==> src/hw/rtl/lsbg_pkg.sv <==
// ----------------------------------------------------------------------------
// lsbg_pkg: shared types and helpers for the lidar scan breakpoint grouper
// Holds register indexes, command and status structs, the arctangent table
// and the truncating shift used by the rotation iterations.
// ----------------------------------------------------------------------------
`default_nettype none
package lsbg_pkg;

	localparam int RANGE_W  = 16;
	localparam int IDX_W    = 12;
	localparam int CNT_W    = 13;
	localparam int COORD_W  = 17;
	localparam int ANG_W    = 16;
	localparam int CFG_AW   = 3;
	localparam int CFG_DW   = 16;
	localparam int ROT_W    = 33;
	localparam int ZW       = 18;
	localparam int ITER_W   = 4;
	localparam int IN_DW    = 16;
	localparam int OUT_DW   = 112;
	localparam logic [CNT_W-1:0] COUNT_MAX = 13'd8191;
	localparam logic signed [ROT_W-1:0] CORDIC_K = 33'sd652032875;
	localparam logic [19:0] COORD_MAX = 20'd65535;

	typedef enum logic [CFG_AW-1:0] {
		REG_MIN_RANGE  = 3'd0,
		REG_MAX_RANGE  = 3'd1,
		REG_ANG_START  = 3'd2,
		REG_ANG_STEP   = 3'd3,
		REG_GAP        = 3'd4,
		REG_GAP_PER_R  = 3'd5,
		REG_VIS_SINE   = 3'd6,
		REG_MIN_POINTS = 3'd7
	} reg_idx_t;

	// controller to datapath
	typedef struct packed {
		logic              load;
		logic              iter_en;
		logic [ITER_W-1:0] iter;
		logic              scale;
		logic              round;
		logic              mul1;
		logic              mul2;
		logic              decide;
		logic              start;
		logic              add_pt;
		logic              emit_brk;
		logic              emit_last;
		logic              close;
	} cmd_t;

	// datapath to controller
	typedef struct packed {
		logic kept;
		logic last;
		logic grp_open;
		logic near;
		logic out_free;
	} sts_t;

	function automatic logic signed [ZW-1:0] atan_lut(input logic [ITER_W-1:0] i);
		logic signed [ZW-1:0] a;
		unique case (i)
			4'd0:  a = 18'sd8192;
			4'd1:  a = 18'sd4836;
			4'd2:  a = 18'sd2555;
			4'd3:  a = 18'sd1297;
			4'd4:  a = 18'sd651;
			4'd5:  a = 18'sd326;
			4'd6:  a = 18'sd163;
			4'd7:  a = 18'sd81;
			4'd8:  a = 18'sd41;
			4'd9:  a = 18'sd20;
			4'd10: a = 18'sd10;
			4'd11: a = 18'sd5;
			4'd12: a = 18'sd3;
			4'd13: a = 18'sd1;
			4'd14: a = 18'sd1;
			default: a = 18'sd0;
		endcase
		return a;
	endfunction

	// arithmetic shift that truncates toward zero
	function automatic logic signed [ROT_W-1:0] shr_tz(input logic signed [ROT_W-1:0] v,
			input logic [ITER_W-1:0] s);
		logic [ROT_W-1:0] mag;
		logic [ROT_W-1:0] sh;
		mag = v[ROT_W-1] ? ROT_W'(-v) : ROT_W'(v);
		sh  = mag >> s;
		return v[ROT_W-1] ? -$signed(sh) : $signed(sh);
	endfunction

endpackage
`default_nettype wire

==> src/hw/rtl/lsbg_ctrl.sv <==
// ----------------------------------------------------------------------------
// lsbg_ctrl: sequencer of the breakpoint grouper
// Steps each kept beam through rotation, scaling, distance and occlusion tests,
// then starts, joins or breaks the open group; the last beam of a scan closes it.
// ----------------------------------------------------------------------------
`default_nettype none
module lsbg_ctrl (
	input  wire            clk,
	input  wire            arst_n,
	input  wire            in_valid,
	output logic           in_ready,
	input  lsbg_pkg::sts_t sts,
	output lsbg_pkg::cmd_t cmd
);
	import lsbg_pkg::*;

	typedef enum logic [3:0] {
		S_IDLE, S_ROUTE, S_CORDIC, S_SCALE, S_ROUND, S_MUL1, S_MUL2,
		S_DECIDE, S_APPLY, S_BREAK, S_LAST
	} state_t;

	state_t            state_q, state_d;
	logic [ITER_W-1:0] iter_q;
	state_t            tail;

	// after a group update or a dropped beam, close the scan or wait for the next request
	assign tail = sts.last ? S_LAST : S_IDLE;

	always_comb begin
		cmd      = '0;
		cmd.iter = iter_q;
		state_d  = state_q;
		in_ready = (state_q == S_IDLE);
		unique case (state_q)
			S_IDLE: begin
				if (in_valid) begin
					cmd.load = 1'b1;
					state_d  = S_ROUTE;
				end
			end
			S_ROUTE:  state_d = sts.kept ? S_CORDIC : tail;
			S_CORDIC: begin
				cmd.iter_en = 1'b1;
				if (iter_q == ITER_W'(15)) state_d = S_SCALE;
			end
			S_SCALE: begin
				cmd.scale = 1'b1;
				state_d   = S_ROUND;
			end
			S_ROUND: begin
				cmd.round = 1'b1;
				state_d   = S_MUL1;
			end
			S_MUL1: begin
				cmd.mul1 = 1'b1;
				state_d  = S_MUL2;
			end
			S_MUL2: begin
				cmd.mul2 = 1'b1;
				state_d  = S_DECIDE;
			end
			S_DECIDE: begin
				cmd.decide = 1'b1;
				state_d    = S_APPLY;
			end
			S_APPLY: begin
				priority if (!sts.grp_open) begin
					cmd.start = 1'b1;
					state_d   = tail;
				end else if (sts.near) begin
					cmd.add_pt = 1'b1;
					state_d    = tail;
				end else begin
					state_d = S_BREAK;
				end
			end
			S_BREAK: begin
				if (sts.out_free) begin
					cmd.emit_brk = 1'b1;
					cmd.start    = 1'b1;
					state_d      = tail;
				end
			end
			S_LAST: begin
				if (sts.out_free) begin
					cmd.emit_last = 1'b1;
					cmd.close     = 1'b1;
					state_d       = S_IDLE;
				end
			end
			default: state_d = S_IDLE;
		endcase
	end

	// hold state and rotation step count
	always_ff @(posedge clk or negedge arst_n) begin
		if (!arst_n) begin
			state_q <= S_IDLE;
			iter_q  <= '0;
		end else begin
			state_q <= state_d;
			iter_q  <= (state_q == S_CORDIC) ? iter_q + ITER_W'(1) : '0;
		end
	end

endmodule
`default_nettype wire

==> config.mk <==
export PLATFORM = sky130hd
export DESIGN_NAME = lsbg_ctrl
export DESIGN_NICKNAME = d
export VERILOG_FILES = /design/src/hw/rtl/lsbg_pkg.sv /design/src/hw/rtl/lsbg_ctrl.sv
export SDC_FILE = /design/constraint.sdc
export NUM_CORES = 1
export LEC_CHECK = 0
export ABC_AREA = 1
export BUFFER_PORTS_ARGS = -buffer_cell sky130_fd_sc_hd__buf_2
export CAP_MARGIN = 25
export CORE_MARGIN = 3
export CORE_UTILIZATION = 45
export DETAILED_ROUTE_END_ITERATION = 10
export GPL_ROUTABILITY_DRIVEN = 1
export PLACE_DENSITY = 0.76
export SETUP_SLACK_MARGIN = 0.15
export SLEW_MARGIN = 20
export SYNTH_ARGS = -nofsm -noshare
export SYNTH_HDL_FRONTEND = slang
export SYNTH_SLANG_ARGS = --single-unit
==> constraint.sdc <==
create_clock -name clk -period 2.5 [get_ports clk]
set_input_delay 0.5 -clock clk [delete_from_list [all_inputs] [get_ports clk]]
set_output_delay 0.5 -clock clk [all_outputs]
set_load 0.02 [all_outputs]
Word-level counts from Yosys, hierarchy flattened --
Index checks and enable logic that the tools add are counted.
Storage, ports and cells: output and inout bits 17, register bits after elaboration 8, word-level logic and storage cells 47, input bits 8
Cells by class: multiplexer cells 27, equality and inequality tests 15, $add $sub $neg 1, reduce and logical (&&, ||, !) cells 2
Operator list (number):
- $pmux W4 S11 | 1
- $mux W4 | 9
- $eq A4 B3 Y1 const B | 4
- $eq A4 B4 Y1 const B | 4
- $mux W1 | 14
- $eq A4 B2 Y1 const B | 2
- $ne A2 B2 Y1 const B | 4
- $add A4 B1 Y4 const B | 1
- $eq A4 B1 Y1 const B | 1
- $logic_not A4 Y1 | 1
- $mux W2 | 2
- $reduce_and A4 Y1 | 1
- $pmux W1 S2 | 1

Longest topological paths before layout --
Gate-level depths: netlist of the first run.
word-level depth 4, gate-level depth with buffers 8, gate-level depth less buffers 8

Worst setup path before layout of the first run --
OpenSTA, ideal clock, no wires.
path kind register to output, start register state_q[1], end output port cmd[1] (netlist bit), data required time 2000 ps, path slack 764 ps, arrival time 1236 ps, stages on the path, launching flop included 6, path buffers 1, cell sequence dfrtp_1 inv_2 nor2_1 nand2_1 nor2_1 buf_4
RTL lines:
- from (decl) | line lsbg_ctrl.sv:22 | state_t state_q, state_d;
- from (signal assigned) | line lsbg_ctrl.sv:101 | state_q <= state_d;
- to (decl) | line lsbg_ctrl.sv:13 | output lsbg_pkg::cmd_t cmd

==> results of run 1 <==
[cells by family (layout without fill, tap and decap cells)]
| family | Yosys count | after routing |
|---|---|---|
| and+or+nand+nor | 62 | 62 |
| buffers and inverters | 14 | 40 |
| DFF | 8 | 8 |
| AOI/OAI and AO/OA | 7 | 7 |
| adders and majority gates | 1 | 1 |
| xor gates and xnor gates | 1 | 1 |
[registers in the layout, indices dropped and copies added, names as in the netlist]
| signal | cells |
|---|---|
| state_q | 4 |
| iter_q | 4 |
[stage by stage]
step                      hold WS, ns    util  area (sq um)  setup slack [ns]  std cells
final                         0.07378  0.6389         748.2            0.5173        133
after global routing          0.06424  0.6389         748.2            0.4010        133
after CTS                     0.07040  0.6389         748.2            0.5261        133
after detailed placement       0.3483  0.6197         725.7            0.8122        130
after global placement         0.3468  0.6197         725.7            0.8352        130
after floorplan                0.2044       -         595.6            0.7637         93
[cells in the final DEF (no fill, tap or decap), drive strengths merged, types with 2 or more instances in the layout]
cell type / synthesis / layout
o21ai: 4 / 4
dfrtp: 8 / 8
inv: 13 / 13
nor3: 2 / 2
clkbuf: 0 / 3
nor2: 21 / 21
nand2: 29 / 29
nand3: 8 / 8
nand4: 2 / 2
a21oi: 2 / 2
buf: 1 / 24
[where the power goes]
group / total [mW] / switching, mW / internal (mW)
Sequential: 0.223 / 0.0543 / 0.169
Clock: 0.0976 / 0.0428 / 0.0548
Combinational: 0.486 / 0.332 / 0.154
Total: 0.807 / 0.429 / 0.378
[Yosys cell counts, types with 2 or more instances]
| library cell | number | area [sq um] |
|---|---|---|
| nand2_2 | 4 | 25.02 |
| inv_1 | 9 | 33.78 |
| inv_2 | 4 | 15.01 |
| nor2_2 | 4 | 25.02 |
| nor2_1 | 16 | 60.06 |
| nand2_1 | 25 | 93.84 |
| o21ai_0 | 4 | 20.02 |
| nand3_1 | 8 | 40.04 |
| nand4_1 | 2 | 12.51 |
| nor3_1 | 2 | 10.01 |
| dfrtp_1 | 8 | 200.2 |
[worst max-delay path by stage]
stage	startpoint	depth (start not counted)	to	slack (ns)
after detailed placement	state_q[1]	6	cmd[4]	0.81
after global placement	state_q[2]	5	cmd[7]	0.84
after global routing	state_q[1]	6	cmd[4]	0.40
final	state_q[1]	6	cmd[4]	0.52
after CTS	state_q[1]	6	cmd[4]	0.53
after floorplan	state_q[1]	5	cmd[1]	0.76
[per-layer routing]
metal | global-route usage | part of all wire | up-vias
met3 | 0.06438 | 0.068 | 2
met2 | 0.2492 | 0.45 | 16
met5 | 0 | 0 | -
met1 | 0.2461 | 0.48 | 294
met4 | 0.03727 | 0.0064 | 0
li1 | - | - | 343
[cell type report]
class	count	share of cell area
multi-input cells	71	0.4532
flip-flops and latches	8	0.2676
well taps	14	0.02341
repair buffers	24	0.1605
inverters	13	0.06522
clock buffers	3	0.03010
[worst max-delay path, stage by stage (launching register included)]
cell,delay (ns)
dfrtp_1,0.46
inv_2,0.09
nand2_2,0.08
nor2_1,0.21
inv_1,0.09
o22ai_1,0.10
buf_2,0.18
==> results list, run 1 <==
- Summed over all layers, the global routing overflow is 0.
- Capturing element type of the critical path: primary output
* Register-to-register setup slack: ~1.2 ns
- Worst flop-to-flop path endpoint: state_q[3]
- Post-Synthesis Net Count: a little over 100
- Footprint of the multi-input gates: 339.1 sq um
* Sequential area share after synthesis: 0.3361
- Summing over every cut layer, the via total after detailed routing is approximately 660.
- Number of clock sinks: 8
- Reg-to-Reg Start: state_q[1]
- Root buffer selected by CTS: clkbuf_4
- Gr usage total: 0.1736
- Hold WC Path Type: in2async
* Core area: between 1000 and 1500 sq um
- Core Rows: 12
* Global-route wire length before repair: roughly 2.4 mm
* Estimated wirelength of the detail-placed design: 1.162 mm
- The count of nets left with antenna violations once routing finished came out at 0.
* Clk_lat worst skew: roughly 0.26 ns
- Compared with the post-synthesis result, the final layout area differs by 25.63%.
- Main combinational cell family by area after synthesis: simple AND/OR/NAND/NOR gates
* Count of H-tree levels built during CTS: 1
- Power Density: 1079 nW/um^2
- Adding up every negative setup slack in the final design gives 0 ns.
- Clock-pin slew on the worst setup and hold paths: 0.06 ns
- Data on the critical path arrives at its endpoint at approximately 1.5 ns.
- Post-synthesis compound-gate area fraction: 0.06723
- Starting utilization of the core area: 0.5085
- Top FF cell, synth: dfrtp_1
- Post-synthesis instance area: between 500 and 600 sq um
- For the finished layout, the period the worst path requires is 1.983 ns.
* Post-synth ARST share: 1.000
- From left edge to right edge, the die measures 42.38 um.
* Seq cells post-synth: 8
* Antenna Diode Count: 0
* Timing-limited maximum frequency: between 500 and 600 MHz
- Max FO, Critical Path: 7
- Largest net degree at the start of global routing: 9
- The Yosys step of the flow raised 0 warnings.
* Avg Synthesized Cell Area: 6.404 sq um
* Overall die area: 1796 sq um
- In this run the tool buffered the top-level ports with 24 buffer cells.
- The number of cells on the worst reg-to-reg path is 6.
- Storage element area: between 200 and 250 sq um
- The tool flagged a number of max-cap violations equal to 0.
- Max-slew violations: 0
- DRC errors left: 0
* Worst supply voltage drop on vdd: 618.9 uV
- Resized Gates After CTS: 0
* Post-synthesis simple-gate area fraction: 0.4664
* Leakage power total: 0.4542 nW
* Share of the cycle needed by the critical path after routing: 0.7931
- Endpoints failing hold: 0
* Count of routing violations after the opening detailed-route iteration: 19
- Gate Count Post-Synth: 93
* Total I/O pin count: 25
- Layout fillers: 115
- At the pin with the least slew margin, the transition time is 0.2478 ns.
- Number of setup buffers added after CTS: 0
- Number of flops mapped to enable cells by yosys: 0
- Setup repair after global routing left no endpoint under its margin.
- Share of layout cells above drive strength 1: 0.3445
- The critical path is of the reg2out type.
- Post-Synth XOR/XNOR Area: 0.01471
- Of the total synthesized cell area, the portion taken by full adders, half adders and majority gates is 0.02101.
- The netlist uses 18 different library cells.
* Total wire length after detailed routing: 1.406 mm
* Count of hold-fix buffers inserted at cts: 0
* Average routed wire per standard cell: 10.57 um
- Number of buffers created by CTS: 3
- Measured against its own limit, the worst slew margin works out to 0.8348.
* Clock Skews: 0.01175 ns
- Antenna violations before repair: 0
* Nets@finish: 130
- Data required time at the worst endpoint: 2.00 ns
- Status: complete, no violations
- CTS tree: yes
- Multiplexer area fraction after synthesis: 0
- Die Height: roughly 42 um
- Max Buffers Root-to-Sink: 2
* Vias per inst: 4.925
* Number of setup violations in the final report: 0
* Post-layout total power: approximately 0.81 mW
- Initial DRT Pass Iterations: 4
* Number of global-route vias before repair: 551
* Critical path startpoint category: register
- Placer Congestion: between 0.8 and 0.9
Note: power is estimated with default switching activity, not from simulation.
==> run 2, diff against run 1 <==
==> constraint.sdc (replaced) <==
create_clock -name clk -period 2 [get_ports clk]
set_input_delay 0.4 -clock clk [delete_from_list [all_inputs] [get_ports clk]]
set_output_delay 0.4 -clock clk [all_outputs]
set_load 0.02 [all_outputs]
==> run 2 against run 1 <==
First-iteration DRC count down 21%. Hold slack better by 0.42 ns. Sequential power up 29%. Largest power group unchanged.
==> results list, run 2 (same netlist as run 1, synthesis figures left out) <==
* DRC errors left: 0 (unchanged)
* RSZ-0062 raised after global routing: yes
- Smallest setup slack after layout: 0.2320 ns (-0.2852 ns)
- Total wire length after detailed routing: 1.471 mm (+4.6%)
- Number of setup violations in the final report: 0 (unchanged)
* Post-layout total power: 1.079 mW (+34%)
* Nets@finish: 133 (+2.3%)
* Horizontal die dimension: 42.38 um (unchanged)
- WS Path Type: reg2out
* Number of global-route vias before repair: 565 (+2.5%)
* Min Clock Period, post-route: between 1.5 and 2 ns
- Among all stages on the critical path, the largest delay is contributed by dfrtp_2.
* Placer Congestion: 0.8398 (unchanged)
* Area Growth Syn to Fin: 33.40%
* Setup TNS: 0 ns (unchanged)
* Largest net degree at the start of global routing: 9 (unchanged)
- The vertical extent of the die was 42.38 um (unchanged).
- Timing-limited maximum frequency: 565.6 MHz
- The DRC violation total after the first TritonRoute iteration is 15 (-4).
* Worst supply voltage drop on vdd: 817.1 uV (+32%)
* Post-detailed-route count of antenna-violating nets: 0 (unchanged)
- The tightest min-delay check is of the reg2reg type.
- The signal on the critical path passes through inv_2 -> nand2_2 -> nor2_4 -> inv_1 -> o22ai_1 -> buf_4.
* Switching fraction of total power: 0.5266 (-0.005422)
* Post-placement setup slack: 0.4122 ns (-0.4000 ns)
- The count of buffers inserted at the top-level ports is 24 (unchanged).
- Share of power burned in combinational logic: 0.620 (+0.018)
* Clk_lat worst skew: 0.26 ns (about the same)
- Share of layout cells above drive strength 1: 0.3934 (+0.04890)
* Worst flop-to-flop path endpoint: state_q[3]
- Remaining Overflow, GRT: 0 (unchanged)
- TritonCTS built the clock tree.
* Commonest non-fill, non-tap cells in the layout: nand2_1 (25), buf_2 (23), nor2_1 (14)
- In the finished design, the share of the clock period the worst path needs comes to 0.8840.
- The leakage power was 0.4649 nW (+2.4%).
- Endpoints failing hold: 0 (unchanged)
* Number of buffers created by CTS: 3 (unchanged)
- Clock Skews: 0.01226 ns (+0.0005134 ns)
- Depth of the most critical reg-to-reg path: 7 (+1)
* Capturing element type of the critical path: primary output
- Starting utilization of the core area: 0.5085 (unchanged)
* Register-to-register setup slack: 0.76 ns (-0.48 ns)
- The number of detailed-route iterations in the first pass was 4 (unchanged).
- The worst relative slew slack was 0.8623 (+0.02746).
- The clock share of power is 0.114 (-0.007).
- Max Cap Violations: 0 (unchanged)
* Core Rows: 12 (unchanged)
- The number of H-tree levels came to 1 (unchanged).
* Arrival time of the worst setup path: 1.37 ns (-0.11 ns)
- The sequential fraction of design power was 0.267 (-0.010).
- Max FO, Critical Path: 7 (unchanged)
- The global-route wire length before repair is 2.428 mm (+2.3%).
* Power Density: 1358 nW/um^2 (+26%)
- Counting instances, the worst hold path has a depth of 1.
- Average routed wire per standard cell: 10.82 um (+2.3%)
- Vias after detailed routing: 670 (+2.3%)
* Number of clock sinks: 8 (unchanged)
- The path with the worst hold slack has its endpoint at iter_q[0].
- The worst stage delay on the critical path came to 0.47 ns (about the same).
* Switching component of the power: 0.5683 mW (+32%)
- Max Buffers Root-to-Sink: 2 (unchanged)
- Clock-pin slew on the worst setup and hold paths: 0.06 ns (about the same)
- In the final layout, the registers with the most flip-flops are iter_q x4, state_q x4.
* Gr usage total: 0.1771 (+0.003524)
- Data required time at the worst endpoint: 1.60 ns (-0.40 ns)
- Estimated wirelength of the detail-placed design: 1.162 mm (unchanged)
* Status: complete, no violations
- Slew at the pin with the worst max-slew slack: 0.2058 ns (-0.04195 ns)
* Total I/O pin count: 25 (unchanged)
- Internal power component: 0.5108 mW (+35%)
- Core area: 1171 sq um (unchanged)
- Hold Startpoint: iter_q[0]
- Vias per inst: 4.926 (about the same)
- The number of diodes is 0 (unchanged).
- The count of placed standard cells including taps came to 130 (unchanged).
* Overall die area: 1796 sq um (unchanged)
- The final number of max-transition violations is 0 (unchanged).
* Root buffer selected by CTS: clkbuf_4
- Antenna violations before repair: 0 (unchanged)
- STA classifies the critical path startpoint as a register.
- Most common library cell in the layout ignoring fill and taps: nand2_1
* Reg-to-Reg Start: state_q[1]
- The number of standard cells in the layout, taps in and fillers out was 136 (+2.3%).
run 2: changes by cell type in the layout (fill, tap and decap cells not counted):
cell           previous run  this run
buf_4                     0         3
dfrtp_1                   8         5
dfrtp_2                   0         3
nor2_1                   16        14
nor2_4                    1         3
buf_2                    24        23
dlygate4sd3_1             0         1
run 2: worst max path at each step:
stage | from | to | slack [ns] | depth (start not counted)
6_report | state_q[1] | cmd[4] | 0.23 | 6
5_1_grt | state_q[1] | cmd[4] | 0.13 | 6
4_1_cts | state_q[1] | cmd[4] | 0.18 | 4
3_5_place_dp | state_q[1] | cmd[4] | 0.41 | 6
3_3_place_gp | state_q[2] | cmd[7] | 0.44 | 5
2_1_floorplan | state_q[1] | cmd[1] | 0.36 | 5
run 2: cell type report:
cell class / instances / area, sq um
fill: 109 / 376.6
multi-input combinational: 71 / 354.1
sequential: 8 / 203.9
clock buffer: 3 / 22.52
timing repair buffer: 27 / 147.6
tap: 14 / 17.52
inverter: 13 / 48.80
run 2: power by group through the flow:
| stage | logic [mW] | registers [mW] | clock network [mW] |
|---|---|---|---|
| 6_report | 0.669 | 0.288 | 0.123 |
| 3_5_place_dp | 0.607 | 0.281 | 0 |
| 5_1_grt | 0.749 | 0.301 | 0.139 |
| 4_1_cts | 0.614 | 0.278 | 0.127 |
| 2_1_floorplan | 0.449 | 0.281 | 0 |
| 3_3_place_gp | 0.607 | 0.276 | 0 |
run 2: critical path: cells and delay by family (launching register included):
family	cells	cell delay, ns
buffers and inverters	3	0.32
AO/OA/AOI/OAI	1	0.10
flip-flops	1	0.47
AND/OR/NAND/NOR	2	0.23
run 2: routing by layer:
metal,wire length [um],global-route usage,vias to the layer above
li1,-,-,350
met1,675,0.2487,301
met2,695,0.2584,19
met3,101,0.06438,0
met4,0,0.03727,0
met5,0,0,-
run 2: stage by stage:
stage / cell area, sq um / util / hold WS, ns
after CTS: 760.7 / 0.6496 / 0.4948
final: 794.5 / 0.6784 / 0.4901
after floorplan: 595.6 / - / 0.1044
after global placement: 725.7 / 0.6197 / 0.2468
after detailed placement: 725.7 / 0.6197 / 0.2483
after global routing: 794.5 / 0.6784 / 0.5127
run 2: what timing repair did:
action | CTS | global route
gates resized for setup | 1 | 7
hold buffers | 1 | 0
setup buffers | 0 | 2
setup endpoints to repair | 1 | 9
hold endpoints to repair | 8 | 0
==> run 3, diff against run 2 <==
--- a/config.mk
+++ b/config.mk
@@ -8,11 +8,13 @@
 export ABC_AREA = 1
 export BUFFER_PORTS_ARGS = -buffer_cell sky130_fd_sc_hd__buf_2
 export CAP_MARGIN = 25
+export CELL_PAD_IN_SITES_DETAIL_PLACEMENT = 1
+export CELL_PAD_IN_SITES_GLOBAL_PLACEMENT = 2
 export CORE_MARGIN = 3
-export CORE_UTILIZATION = 45
+export CORE_UTILIZATION = 22
 export DETAILED_ROUTE_END_ITERATION = 10
 export GPL_ROUTABILITY_DRIVEN = 1
-export PLACE_DENSITY = 0.76
+export PLACE_DENSITY_LB_ADDON = 0.1
 export SETUP_SLACK_MARGIN = 0.15
 export SLEW_MARGIN = 20
 export SYNTH_ARGS = -nofsm -noshare
==> run 3 against run 2 <==
Clock power grew 3%. Core utilization shrank 35 points. Non-clock buffer count increased by 2. Via count up 0.90%. Register-to-register slack lost 0.15 ns. Hold slack improved by 0.0059 ns. Sequential share of layout area decreased by 1.3 points. Die area up 87%. Total power grew 5.8%. Worst setup slack lost 0.038 ns. First-iteration DRC count is 60% lower. Critical path type unchanged. Largest cell class unchanged. Largest power group unchanged.
==> results list, run 3 (same netlist as run 1, synthesis figures left out) <==
- Status: complete, no violations
- Utilization after layout: 0.3294 (-0.3491)
* Post-detailed-route count of antenna-violating nets: 0 (unchanged)
* Leakage power total: 0.4794 nW (+3.1%)
- The final critical-path required period came to 1.806 ns (+0.03805 ns).
* Share of layout cells above drive strength 1: 0.3952 (+0.001719)
- The routed wirelength normalized by instance count was 11.79 um (+9.0%).
- The number of placed I/O pins is 25 (unchanged).
- The largest registers in the layout are iter_q x4, state_q x4.
* Gr usage total: 0.1089 (-0.06824)
* Commonest non-fill, non-tap cells in the layout: nand2_1 (25), buf_2 (24), nor2_1 (14)
* Root buffer selected by CTS: clkbuf_4
- Worst hold margin: 0.4960 ns (+0.005914 ns)
- The max-cap violation count was 0 (unchanged).
* Stage delay of the slowest cell on the critical path: 0.41 ns (-0.06 ns)
- In this run the critical register-to-register path is launched from state_q[0].
* Clock-pin slew on the worst setup and hold paths: 0.06 ns (about the same)
- The final sum of negative setup slack came to 0 ns (unchanged).
* Estimated wirelength of the detail-placed design: 1.523 mm (+31%)
- Number of buffers created by CTS: 3 (unchanged)
- The number of diodes is 0 (unchanged).
- Vias per inst: 4.390 (-11%)
- Hold Startpoint: iter_q[0]
- The count of vias placed by the detailed router was 676 (+0.90%).
* Area of all placed cells without fillers: 830.8 sq um (+4.6%)
- The number of buffer and inverter instances along the worst setup path came to 3 (unchanged).
- RSZ-0062 raised after global routing: no
* Remaining Overflow, GRT: 0 (unchanged)
* Capturing element type of the critical path: primary output
- The area enclosed by the die boundary is 3367 sq um (+87%).
* Share of the cycle needed by the critical path after routing: 0.9030 (+0.01903)
- The global-route wire length before repair came to 2.898 mm (+19%).
- Max Buffers Root-to-Sink: 2 (unchanged)
- The remaining design rule violation count was 0 (unchanged).
* Slew at the pin with the worst max-slew slack: 0.2647 ns (+0.05886 ns)
- The placement row count was 18 (+6).
- The clock sink count is 8 (unchanged).
- The upper clock frequency limit is 553.7 MHz (-2.1%).
- The die extent in x was 58.03 um (+37%).
- The slowest stage of the critical path belongs to the cell dfrtp_1.
- Count of routing violations after the opening detailed-route iteration: 6 (-9)
- Worst supply voltage drop on vdd: 486.4 uV (-40%)
- The maximum number of pins on one net before global-route repair came to 9 (unchanged).
- Clk_lat worst skew: 0.25 ns (about the same)
- The count of buffers inserted at the top-level ports came to 24 (unchanged).
* Critical path launch point: state_q[0]
* CTS tree: yes
* WS Path Type: reg2out
- The number of detailed-route iterations in the first pass was 4 (unchanged).
* Count of H-tree levels built during CTS: 1 (unchanged)
* Die Height: 58.03 um (+37%)
* Number of setup violations in the final report: 0 (unchanged)
* Dpl cell area: 745.7 sq um (+2.8%)
* Antenna violations before repair: 0 (unchanged)
* Nets@finish: 135 (+1.5%)
* Most common library cell in the layout ignoring fill and taps: nand2_1
- The total core area is 2522 sq um (+120%).
* Starting utilization of the core area: 0.2361 (-0.2724)
- The highest net fanout along the worst path came to 5 (-2).
* Area Growth Syn to Fin: 39.50%
- Endpoints failing hold: 0 (unchanged)
* Power Density: 1374 nW/um^2 (+1.2%)
- The critical path goes through inv_2 -> nand2_4 -> nor2_4 -> inv_1 -> o22ai_1 -> buf_2.
- The wire length reported by the detailed router was 1.816 mm (+23%).
- The critical path arrival is 1.41 ns (+0.04 ns).
- Clock Skews: 0.0003144 ns (-0.01195 ns)
- Max-slew violations: 0 (unchanged)
- The number of global-route vias before repair is 642 (+14%).
* Remaining max-slew budget at the tightest pin: 0.8229 (-0.03938)
- The data required time of the worst path is 1.60 ns (about the same).
- Placer Congestion: 0.7327 (-13%)
- The worst hold path belongs to the class reg2reg.
- Family with the most delay on the worst path: flip-flops
- Critical path startpoint category: register
-- run 3: cell count changes in the layout (fill, tap and decap cells not counted) --
| cell | before | now |
|---|---|---|
| nand2_4 | 0 | 1 |
| dfrtp_1 | 5 | 6 |
| buf_2 | 23 | 24 |
| dfrtp_2 | 3 | 2 |
| buf_4 | 3 | 4 |
| nand2_2 | 4 | 3 |
-- run 3: cell type report --
| cell class | instances | area [sq um] |
|---|---|---|
| multi-input cells | 71 | 359.1 |
| flip-flops and latches | 8 | 202.7 |
| clock buffers | 3 | 22.52 |
| inverters | 13 | 48.80 |
| repair buffers | 29 | 160.2 |
| fillers | 359 | 1692 |
| well taps | 30 | 37.54 |
-- run 3: path summary, 6_finish.rpt --
| path | cells past startpoint | slack (ns) | end |
|---|---|---|---|
| worst max-delay path | 6 | 0.19 | cmd[4] |
| worst min register to register | 1 | 0.50 | iter_q[0] |
| min in group asynchronous | 2 | 0.52 | iter_q[0] |
| worst max register to register | 9 | 0.61 | state_q[1] |
| max in group asynchronous | 2 | 1.30 | state_q[1] |
| worst min-delay path | 1 | 0.50 | iter_q[0] |
-- run 3: per-stage QoR --
stage	worst slack [ns]	instances	power (mW)
final	0.1940	154	1.142
after global routing	0.1219	154	1.249
after CTS	0.1575	150	1.087
after detailed placement	0.3263	146	0.9292
after global placement	0.3866	146	0.9167
after floorplan	0.3637	93	0.7302
-- run 3: layer usage --
metal | wire, um | GRT usage
met1 | 886 | 0.1485
met2 | 833 | 0.1710
met3 | 96 | 0.04009
met4 | 0 | 0.009934
met5 | 0 | 0
-- run 3: timing repair --
| item | CTS | global route |
|---|---|---|
| setup endpoints to repair | 2 | 8 |
| endpoints found under the hold margin | 8 | 0 |
| hold buffers | 1 | 0 |
| gates resized for setup | 4 | 3 |
| buffers inserted | 0 | 4 |
| pin swaps | 0 | 1 |
-- run 3: power by group --
group	switching (mW)	leakage (nW)	total, mW	internal, mW
sequential	0.0658	0.104	0.280	0.215
combinational	0.484	0.362	0.734	0.250
clock	0.0581	0.0138	0.127	0.0689
total	0.608	0.479	1.14	0.533
